**config.mk**
```make
export PLATFORM = sky130hd
export DESIGN_NAME = flux_interval_pattern_matcher
export DESIGN_NICKNAME = d
export VERILOG_FILES = /design/src/sv/fipm_pkg.sv /design/src/sv/fipm_ram.sv /design/src/sv/flux_interval_pattern_matcher.sv
export SDC_FILE = /design/constraint.sdc
export NUM_CORES = 2
export LEC_CHECK = 0
export BUFFER_PORTS_ARGS = -buffer_cell sky130_fd_sc_hd__clkbuf_2
export CAP_MARGIN = 20
export CORE_UTILIZATION = 55
export CTS_CLUSTER_SIZE = 12
export DETAILED_ROUTE_END_ITERATION = 7
export GPL_ROUTABILITY_DRIVEN = 0
export PLACE_DENSITY = 0.82
export SETUP_SLACK_MARGIN = 0.2
export SLEW_MARGIN = 5
export SYNTH_ARGS = -nofsm -noshare
export SYNTH_HDL_FRONTEND = slang
export SYNTH_SLANG_ARGS = --single-unit
```
**constraint.sdc**
```tcl
create_clock -name clk -period 8.6 [get_ports clk]
set_input_delay 2.58 -clock clk [delete_from_list [all_inputs] [get_ports clk]]
set_output_delay 2.58 -clock clk [all_outputs]
set_load 0.005 [all_outputs]
```
**src/sv/fipm_pkg.sv**
```systemverilog
`default_nettype none
package fipm_pkg;

  localparam int PAT_W     = 64;  // pattern register width
  localparam int WID_W     = 7;   // pattern width register
  localparam int THR_W     = 16;  // threshold, Q4.12
  localparam int FRAC_W    = 12;  // fraction bits of the threshold
  localparam int RUN_W     = 7;   // one expected run, also run count
  localparam int LEN_W     = 6;   // exact pattern length
  localparam int LZ_W      = 6;   // leading zeroes
  localparam int SUM_OUT_W = 22;  // reported window sum
  localparam int CFG_DW    = 64;
  localparam int CFG_AW    = 5;

  localparam logic [1:0] REG_PATTERN = 2'd0;
  localparam logic [1:0] REG_WIDTH   = 2'd1;
  localparam logic [1:0] REG_THRESH  = 2'd2;

  localparam logic [PAT_W-1:0] PAT_RST = {PAT_W{1'b1}};
  localparam logic [WID_W-1:0] WID_RST = 7'd64;
  localparam logic [THR_W-1:0] THR_RST = 16'd819;

  typedef enum logic [7:0] {
    S_LOAD  = 8'b0000_0001,
    S_SCAN  = 8'b0000_0010,
    S_TRAIL = 8'b0000_0100,
    S_IDLE  = 8'b0000_1000,
    S_SUM   = 8'b0001_0000,
    S_TOL   = 8'b0010_0000,
    S_CMP   = 8'b0100_0000,
    S_OUT   = 8'b1000_0000
  } state_t;

endpackage
`default_nettype wire

```
**src/sv/fipm_ram.sv**
```systemverilog
`default_nettype none
module fipm_ram #(
  parameter int WIDTH = 16,
  parameter int DEPTH = 32
) (
  input  wire logic                     clk,
  input  wire logic                     we,
  input  wire logic [$clog2(DEPTH)-1:0] waddr,
  input  wire logic [WIDTH-1:0]         wdata,
  input  wire logic [$clog2(DEPTH)-1:0] raddr,
  output logic      [WIDTH-1:0]         rdata
);

  logic [WIDTH-1:0] mem_r [DEPTH];

  always_ff @(posedge clk) begin
    if (we) begin
      mem_r[waddr] <= wdata;
    end
    rdata <= mem_r[raddr];
  end

endmodule
`default_nettype wire

```
**src/sv/flux_interval_pattern_matcher.sv**
```systemverilog
// Flux interval pattern matcher.
// Input channel (in_valid/in_ready, in_flux_interval): one measured interval per item.
// Result channel (out_valid/out_ready): one result per input item with matched,
// window_sum, intervals_used, leading_zeroes and pattern_error.
// Configuration: APB-style port, 64-bit data, registers at byte addresses 0, 8, 16.
// Every write of a register restarts run derivation: the pattern is scanned one bit
// a cycle, during which in_ready is low.
// Reset loads the reset pattern, clears the window (fill count) and runs the same
// derivation, and no item is taken until it is done.
// One item at a time: accept, a summing pass over the exact runs (one window read
// per cycle), a tolerance multiply, a compare pass over all runs through a two-stage
// multiply/compare pipeline, then the result. A pattern error gives the result in the
// cycle after accept. The result is held in its registers until taken; a stalled
// receiver simply holds the block, which takes no new item until then.
`default_nettype none
module flux_interval_pattern_matcher
  import fipm_pkg::*;
#(
  parameter int MAX_INTERVALS = 32,
  parameter int INTERVAL_BITS = 16
) (
  input  wire logic                     clk,
  input  wire logic                     rst_n,
  input  wire logic                     in_valid,
  output logic                          in_ready,
  input  wire logic [INTERVAL_BITS-1:0] in_flux_interval,
  output logic                          out_valid,
  input  wire logic                     out_ready,
  output logic                          out_matched,
  output logic [SUM_OUT_W-1:0]          out_window_sum,
  output logic [RUN_W-1:0]              out_intervals_used,
  output logic [LZ_W-1:0]               out_leading_zeroes,
  output logic                          out_pattern_error,
  input  wire logic                     psel,
  input  wire logic                     penable,
  input  wire logic                     pwrite,
  input  wire logic [CFG_AW-1:0]        paddr,
  input  wire logic [CFG_DW-1:0]        pwdata,
  output logic [CFG_DW-1:0]             prdata,
  output logic                          pready
);

  localparam int AW = $clog2(MAX_INTERVALS);
  localparam int CW = $clog2(MAX_INTERVALS + 1);
  localparam int SW = INTERVAL_BITS + CW;
  localparam int P1W = RUN_W + SW;
  localparam int P2W = INTERVAL_BITS + LEN_W;
  localparam int PW = ((P1W > P2W) ? P1W : P2W) + 1;
  localparam int TW = THR_W + SW;
  localparam int EW = PW + FRAC_W;
  localparam int XW = SW + SUM_OUT_W;

  state_t state_r, state_nxt;

  logic [PAT_W-1:0] pattern_r;
  logic [WID_W-1:0] width_r;
  logic [THR_W-1:0] thresh_r;

  // derivation
  logic [PAT_W-1:0] scan_r;
  logic [5:0]       j_r;
  logic             found_r;
  logic [5:0]       hi_r;
  logic [5:0]       prev_r;
  logic [RUN_W-1:0] runcnt_r;
  logic [LEN_W-1:0] len_r;
  logic [LZ_W-1:0]  lz_r;
  logic             trail_r;
  logic             bad_r;

  // window
  logic [AW-1:0]    wptr_r;
  logic [CW-1:0]    fill_r;

  // item processing
  logic [CW-1:0]    cnt_r;
  logic [SW-1:0]    sum_r;
  logic [TW-1:0]    tol_r;
  logic             ok_r;
  logic             rd_v_r, rd_ok_r, rd_tr_r;
  logic             pv_r, ptr_r;
  logic [P1W-1:0]   p1_r;
  logic [P2W-1:0]   p2_r;

  logic                     cfg_wr;
  logic [PAT_W-1:0]         pat_masked;
  logic                     in_acc;
  logic [AW-1:0]            wptr_next;
  logic [CW-1:0]            rc_c, exact_c, age_c, wp_ext, addr_c;
  logic                     issue;
  logic [INTERVAL_BITS-1:0] win_rdata, cval;
  logic [RUN_W-1:0]         run_rdata;
  logic                     run_we;
  logic [RUN_W-1:0]         run_wdata;
  logic                     trail_c, wbad_c;
  logic [RUN_W-1:0]         rcf_c;
  logic [WID_W-1:0]         lz_full;
  logic signed [PW-1:0]     diff_c;
  logic [PW-1:0]            mag_c;
  logic [EW-1:0]            magx_c, tolx_c;
  logic                     fail_c;
  logic [XW-1:0]            sum_x;

  assign pready = 1'b1;
  assign cfg_wr = psel & penable & pwrite & pready;

  always_comb begin
    case (paddr[4:3])
      REG_PATTERN: prdata = pattern_r;
      REG_WIDTH:   prdata = CFG_DW'(width_r);
      REG_THRESH:  prdata = CFG_DW'(thresh_r);
      default:     prdata = '0;
    endcase
  end

  always_comb begin
    for (int j = 0; j < PAT_W; j++) begin
      pat_masked[j] = pattern_r[j] & (WID_W'(j) < width_r);
    end
  end

  assign in_ready  = (state_r == S_IDLE);
  assign in_acc    = in_valid & in_ready;
  assign out_valid = (state_r == S_OUT);
  assign wptr_next = (wptr_r == AW'(MAX_INTERVALS - 1)) ? '0 : wptr_r + 1'b1;

  assign rc_c    = CW'(runcnt_r);
  assign exact_c = rc_c - CW'(trail_r);
  assign issue   = ((state_r == S_SUM) && (cnt_r < exact_c)) ||
                   ((state_r == S_CMP) && (cnt_r < rc_c));

  // age 0 is the newest interval; the last run pairs with it
  assign age_c  = rc_c - CW'(1) - cnt_r;
  assign wp_ext = CW'(wptr_r);
  assign addr_c = (wp_ext >= age_c) ? wp_ext - age_c
                                    : wp_ext + CW'(MAX_INTERVALS) - age_c;

  // derivation, end of scan
  assign wbad_c  = (width_r == '0) || (width_r > WID_W'(PAT_W));
  assign trail_c = found_r && (prev_r != '0);
  assign rcf_c   = runcnt_r + RUN_W'(trail_c);
  assign lz_full = width_r - WID_W'(1) - WID_W'(hi_r);

  always_comb begin
    run_we    = 1'b0;
    run_wdata = RUN_W'(prev_r - j_r);
    if (state_r == S_SCAN) begin
      run_we = scan_r[PAT_W-1] && found_r && (runcnt_r < RUN_W'(MAX_INTERVALS));
    end else if (state_r == S_TRAIL) begin
      run_we    = trail_c && (runcnt_r < RUN_W'(MAX_INTERVALS));
      run_wdata = RUN_W'(prev_r) + RUN_W'(1);
    end
  end

  fipm_ram #(.WIDTH(INTERVAL_BITS), .DEPTH(MAX_INTERVALS)) u_win_ram (
    .clk   (clk),
    .we    (in_acc),
    .waddr (wptr_next),
    .wdata (in_flux_interval),
    .raddr (AW'(addr_c)),
    .rdata (win_rdata)
  );

  fipm_ram #(.WIDTH(RUN_W), .DEPTH(MAX_INTERVALS)) u_run_ram (
    .clk   (clk),
    .we    (run_we),
    .waddr (AW'(runcnt_r)),
    .wdata (run_wdata),
    .raddr (AW'(cnt_r)),
    .rdata (run_rdata)
  );

  // compare stage: |r*S - c*L| * 4096 against T*S; the trailing run fails only when r*S exceeds c*L
  assign cval   = rd_ok_r ? win_rdata : '0;
  assign diff_c = $signed(PW'(p1_r)) - $signed(PW'(p2_r));
  assign mag_c  = diff_c[PW-1] ? PW'(-diff_c) : PW'(diff_c);
  assign magx_c = {mag_c, {FRAC_W{1'b0}}};
  assign tolx_c = EW'(tol_r);
  assign fail_c = (magx_c > tolx_c) && (!ptr_r || !diff_c[PW-1]);

  always_comb begin
    state_nxt = state_r;
    case (state_r)
      S_LOAD:  state_nxt = S_SCAN;
      S_SCAN:  if (j_r == '0) state_nxt = S_TRAIL;
      S_TRAIL: state_nxt = S_IDLE;
      S_IDLE:  if (in_acc) state_nxt = bad_r ? S_OUT : S_SUM;
      S_SUM:   if (cnt_r == exact_c) state_nxt = S_TOL;
      S_TOL:   state_nxt = (sum_r == '0) ? S_OUT : S_CMP;
      S_CMP:   if (cnt_r == rc_c && !rd_v_r && !pv_r) state_nxt = S_OUT;
      S_OUT:   if (out_ready) state_nxt = S_IDLE;
      default: state_nxt = S_LOAD;
    endcase
    if (cfg_wr && (paddr[4:3] == REG_PATTERN || paddr[4:3] == REG_WIDTH ||
                   paddr[4:3] == REG_THRESH)) begin
      state_nxt = S_LOAD;
    end
  end

  always_ff @(posedge clk) begin
    if (!rst_n) begin
      state_r   <= S_LOAD;
      pattern_r <= PAT_RST;
      width_r   <= WID_RST;
      thresh_r  <= THR_RST;
      wptr_r    <= AW'(MAX_INTERVALS - 1);
      fill_r    <= '0;
      bad_r     <= 1'b1;
      rd_v_r    <= 1'b0;
      pv_r      <= 1'b0;
      cnt_r     <= '0;
    end else begin
      state_r <= state_nxt;

      if (cfg_wr) begin
        case (paddr[4:3])
          REG_PATTERN: pattern_r <= pwdata;
          REG_WIDTH:   width_r   <= pwdata[WID_W-1:0];
          REG_THRESH:  thresh_r  <= pwdata[THR_W-1:0];
          default:     ;
        endcase
      end

      if (in_acc) begin
        wptr_r <= wptr_next;
        if (fill_r != CW'(MAX_INTERVALS)) fill_r <= fill_r + 1'b1;
      end

      if (state_r == S_TRAIL) begin
        bad_r <= wbad_c || !found_r || (rcf_c > RUN_W'(MAX_INTERVALS));
      end

      rd_v_r <= issue;
      pv_r   <= rd_v_r && (state_r == S_CMP);

      if (in_acc || state_r == S_TOL) begin
        cnt_r <= '0;
      end else if (issue) begin
        cnt_r <= cnt_r + 1'b1;
      end
    end
  end

  // payload and derivation data, no reset needed
  always_ff @(posedge clk) begin
    case (state_r)
      S_LOAD: begin
        scan_r   <= pat_masked;
        j_r      <= 6'd63;
        found_r  <= 1'b0;
        hi_r     <= '0;
        prev_r   <= '0;
        runcnt_r <= '0;
      end
      S_SCAN: begin
        if (scan_r[PAT_W-1]) begin
          if (!found_r) begin
            found_r <= 1'b1;
            hi_r    <= j_r;
          end else begin
            runcnt_r <= runcnt_r + 1'b1;
          end
          prev_r <= j_r;
        end
        scan_r <= scan_r << 1;
        j_r    <= j_r - 1'b1;
      end
      S_TRAIL: begin
        runcnt_r <= rcf_c;
        trail_r  <= trail_c;
        len_r    <= hi_r - prev_r;
        lz_r     <= lz_full[LZ_W-1:0];
      end
      default: ;
    endcase

    rd_ok_r <= age_c < fill_r;
    rd_tr_r <= cnt_r >= exact_c;

    if (in_acc) begin
      sum_r <= '0;
      ok_r  <= ~bad_r;
    end else if (state_r == S_SUM && rd_v_r) begin
      sum_r <= sum_r + SW'(cval);
    end else if (state_r == S_TOL) begin
      tol_r <= TW'(thresh_r * sum_r);
      if (sum_r == '0) ok_r <= 1'b0;
    end else if (pv_r && fail_c) begin
      ok_r <= 1'b0;
    end

    p1_r  <= P1W'(run_rdata * sum_r);
    p2_r  <= P2W'(cval * len_r);
    ptr_r <= rd_tr_r;
  end

  assign sum_x              = XW'(sum_r);
  assign out_matched        = ok_r & ~bad_r;
  assign out_window_sum     = bad_r ? '0 : sum_x[SUM_OUT_W-1:0];
  assign out_intervals_used = bad_r ? '0 : runcnt_r;
  assign out_leading_zeroes = bad_r ? '0 : lz_r;
  assign out_pattern_error  = bad_r;

endmodule
`default_nettype wire

```
==> summary.txt <==
Outcome
  – Status: finished, final reports clean

STA
  – Final Hold Viols: 0
  – FMAX: 0.1302 GHz
  – Worst slew margin: 0.1492
  – Fin. max-slew vios: 0
  – Final hold slack: 0.3505 ns
  – Setup TNS: 0 ns
  – Fin crit share: 0.8934
  – Setup Viol. Count Final: 0
  – Tmin final: 7.683 ns
  – Fin Clk Skew: 0.06046 ns
  – RSZ-0062 raised after global routing: false
  – Worst-Margin Slew: 1.267 ns

Place
  – Dpl cell area: 67800 um2
  – Dpl cells: 6909
  – PortBufs: 191
  – Post-DP HPWL: 115.1 mm

Power and ir drop
  – Pleak: 29.09 nW
  – Switching Power: 9.203 mW
  – Switch share: 0.3984
  – Reg power frac: 0.287
  – Worst ir drop on vdd: 0.3501 mV
  – Power Dens Cells: 324.1 nW/um2
  – Comb power frac: 0.512
  – Clock share of power: 0.200
  – Internal: 13.90 mW

Global routing
  – Met3 usage: 0.07891
  – Most used routing layer: met2
  – First-pass GRT wire length: 271.5 mm
  – Initial antenna violation count: 13
  – GR Util met1: 0.3710
  – Grt total ovfl: 0
  – Pin count of the biggest net entering global routing: 100
  – M2 GR Usage: 0.4761
  – GRT Total Usage: 0.2977
  – Number of global-route vias before repair: 45780

CTS
  – Clock latency at the later pin of the worst-skew pair: 0.74 ns
  – Cts hold-fix bufs: 0
  – Post-CTS Setup Repair Bufs: 0
  – Htree depth: 3
  – Post_cts resized: 0
  – Clock-pin slew on the worst setup and hold paths: 0.06 ns
  – Maximum buffer depth of the clock tree: 3
  – Number of CTS-inserted buffers: 108
  – Root Driver: clkbuf_16
  – Clock sinks: 1092
  – CTS tree: yes

Worst setup path
  – Critical Path AT: 8.15 ns
  – Worst path required time: 9.06 ns
  – R2R depth: 22
  – Setup crit start: thresh_r[5]
  – Worst R2R End: tol_r[36]
  – Crit Path Category: reg -> reg
  – Worst Path Max Fanout: 24
  – Setup crit start kind: register
  – Start of the worst register-to-register path: thresh_r[5]
  – R2r setup slk: 0.92 ns
  – Worst setup EP type: register

Worst hold path
  – Hold Path Cell Cnt: 0
  – Hold Path End: ptr_r
  – HP Class: reg -> reg
  – Beginning of the worst hold path: rd_tr_r

Finish
  – Layout cells sized above 1: 0.1288
  – Synthesis-to-layout area growth: 9.466%
  – # nets final: 6348
  – Final core area utilization: 0.6101
  – Fill count: 8170
  – Final cell count without fillers: 7116
  – Final instance area: 71280 um2

Drt
  – Via count: 45020
  – DR pass1 iterations: 7
  – Via/cell ratio: 6.327
  – Residual DRC: 0
  – Wirelength per Cell: 25.12 um
  – Final ANT Viol Nets: 0
  – Final wirelength: 178.7 mm
  – Drt initial violations: 5737

Die
  – Die ar.: 119800 um2
  – # rows: 125
  – # IOs: 196
  – Initial cell density of the core: 0.5573
  – Die width: 346.1 um
  – Die Span Y: 346.1 um
  – CORE AREA: 116800 um2

Synth
  – Top cells by area, synth: edfxtp_1, fa_1, mux4_2
  – #FFs+latches synth: 1092
  – Netlist cell types: 82
  – Post-Syn Area: 65110 um2
  – Synth Flop Type: edfxtp_1
  – Fraction of registers with async set/reset: 0
  – Number of synthesized flops with an enable pin: 878
  – Post-synth top area share: 0.4049
  – Synth top cells by count: edfxtp_1, nand2_1, inv_1, fa_1, ha_1
  – Yosys warns: 0
  – Top-count cell post-synth: edfxtp_1
  – Syn Nets: 6216
  – Cell taking the most area after synthesis: edfxtp_1
  – Register area share after synthesis: 0.4707
  – Syn avg cell area: 12.12 um2
  – Syn Inst Count: 5372

Flow run
  – Max-cap violations: 0
cell usage in the layout (no fill, tap or decap), types with 15 or more instances in the layout:
master and instances:
mux2_2 16, a21o_1 52, inv_1 558, o21a_1 24
edfxtp_1 878, nand2b_1 24, nand2_1 834, nor3_1 36
and2_1 256, clkbuf_1 55, buf_4 95, xnor2_1 118
o21ai_0 119, nor2b_1 67, fa_1 440, or3_1 16
o31ai_1 19, dfxtp_1 211, mux2i_1 24, and3_1 48
nand3_1 131, a21oi_1 136, nor2_1 212, a31oi_1 15
xor2_1 45, clkbuf_16 111, ha_1 310, o21bai_1 15
mux4_2 230, a21boi_0 15, nand4_1 17, o211ai_1 18
nor4_1 17, clkbuf_2 191, o2111ai_1 29
worst max path at each step:
| stage | end | depth (start not counted) |
|---|---|---|
| after floorplan | tol_r[36] | 24 |
| after global placement | tol_r[36] | 22 |
| after detailed placement | tol_r[36] | 22 |
| after CTS | tol_r[36] | 22 |
| after global routing | tol_r[36] | 22 |
| final | tol_r[36] | 22 |
per-stage QoR:
step / total power [mW] / setup slack (ns)
after floorplan: 15.12 / 2.119
after global placement: 17.66 / 1.350
after detailed placement: 18.05 / 1.185
after CTS: 22.77 / 1.070
after global routing: 24.32 / 0.6321
final: 23.10 / 0.9171
power by group through the flow:
stage          clock network (mW)  logic [mW]  registers (mW)
6_report                     4.62        11.8            6.64
5_1_grt                      4.83        12.8            6.65
4_1_cts                      4.63        11.5            6.62
3_5_place_dp                    0        11.3            6.73
3_3_place_gp                    0        10.9            6.73
2_1_floorplan                   0        8.52            6.60
area by class of cell:
cell class,instances,area [um2],share of cell area
Timing Repair Buffer,296,1815,0.02547
Tap cell,1524,1907,0.02675
Inverter,562,2110,0.02960
Clock buffer,172,3067,0.04302
Clock inverter,22,301.5,0.004231
Multi-Input combinational cell,3444,31410,0.4407
Antenna cell,4,10.01,0.0001404
Sequential cell,1092,30660,0.4301
state kept, by name, indices dropped and copies added, names as in the netlist, 8 cells and up:
signal / count
thresh_r: 16
state_r: 8
p1_r: 29
pattern_r: 64
sum_r: 22
tol_r: 38
u_run_ram.mem_r: 224
u_win_ram.mem_r: 512
u_win_ram.rdata: 16
p2_r: 22
scan_r: 64
worst max-delay path, stage by stage, from the launching register on:
cell and delay (ns):
dfxtp_1 0.98, nand2_1 0.17, fa_1 0.55, inv_1 0.06, fa_1 0.53, inv_1 0.06, fa_1 0.50, inv_1 0.05
fa_1 0.47, inv_1 0.05, fa_1 0.52, inv_1 0.05, fa_1 0.48, ha_1 0.38, and2_1 0.19, a221oi_1 0.43
a21oi_1 0.20, o31ai_1 0.43, a21oi_1 0.24, a221oi_1 0.60, o21ai_0 0.17, a21oi_1 0.21, xnor2_1 0.09
per-layer routing:
layer / vias up / share of wire
met3: 782 / 0.12
li1: 18830 / -
met5: - / 0.00064
met1: 21970 / 0.35
met2: 3420 / 0.47
met4: 18 / 0.062
logic make-up (layout without fill, tap and decap cells):
| kind of cell | after synthesis | after routing | share of synthesized area |
|---|---|---|---|
| simple gates | 1712 | 1712 | 0.1225 |
| flops | 1092 | 1092 | 0.4707 |
| buf+inv | 836 | 1052 | 0.04829 |
| fa+ha+maj | 752 | 752 | 0.1953 |
| compound gates | 543 | 543 | 0.05480 |
| mux | 270 | 270 | 0.08601 |
| xor+xnor | 166 | 166 | 0.02233 |
| other cells | 1 | 5 | 0.00005759 |
Note: power is estimated with default switching activity, not from simulation.
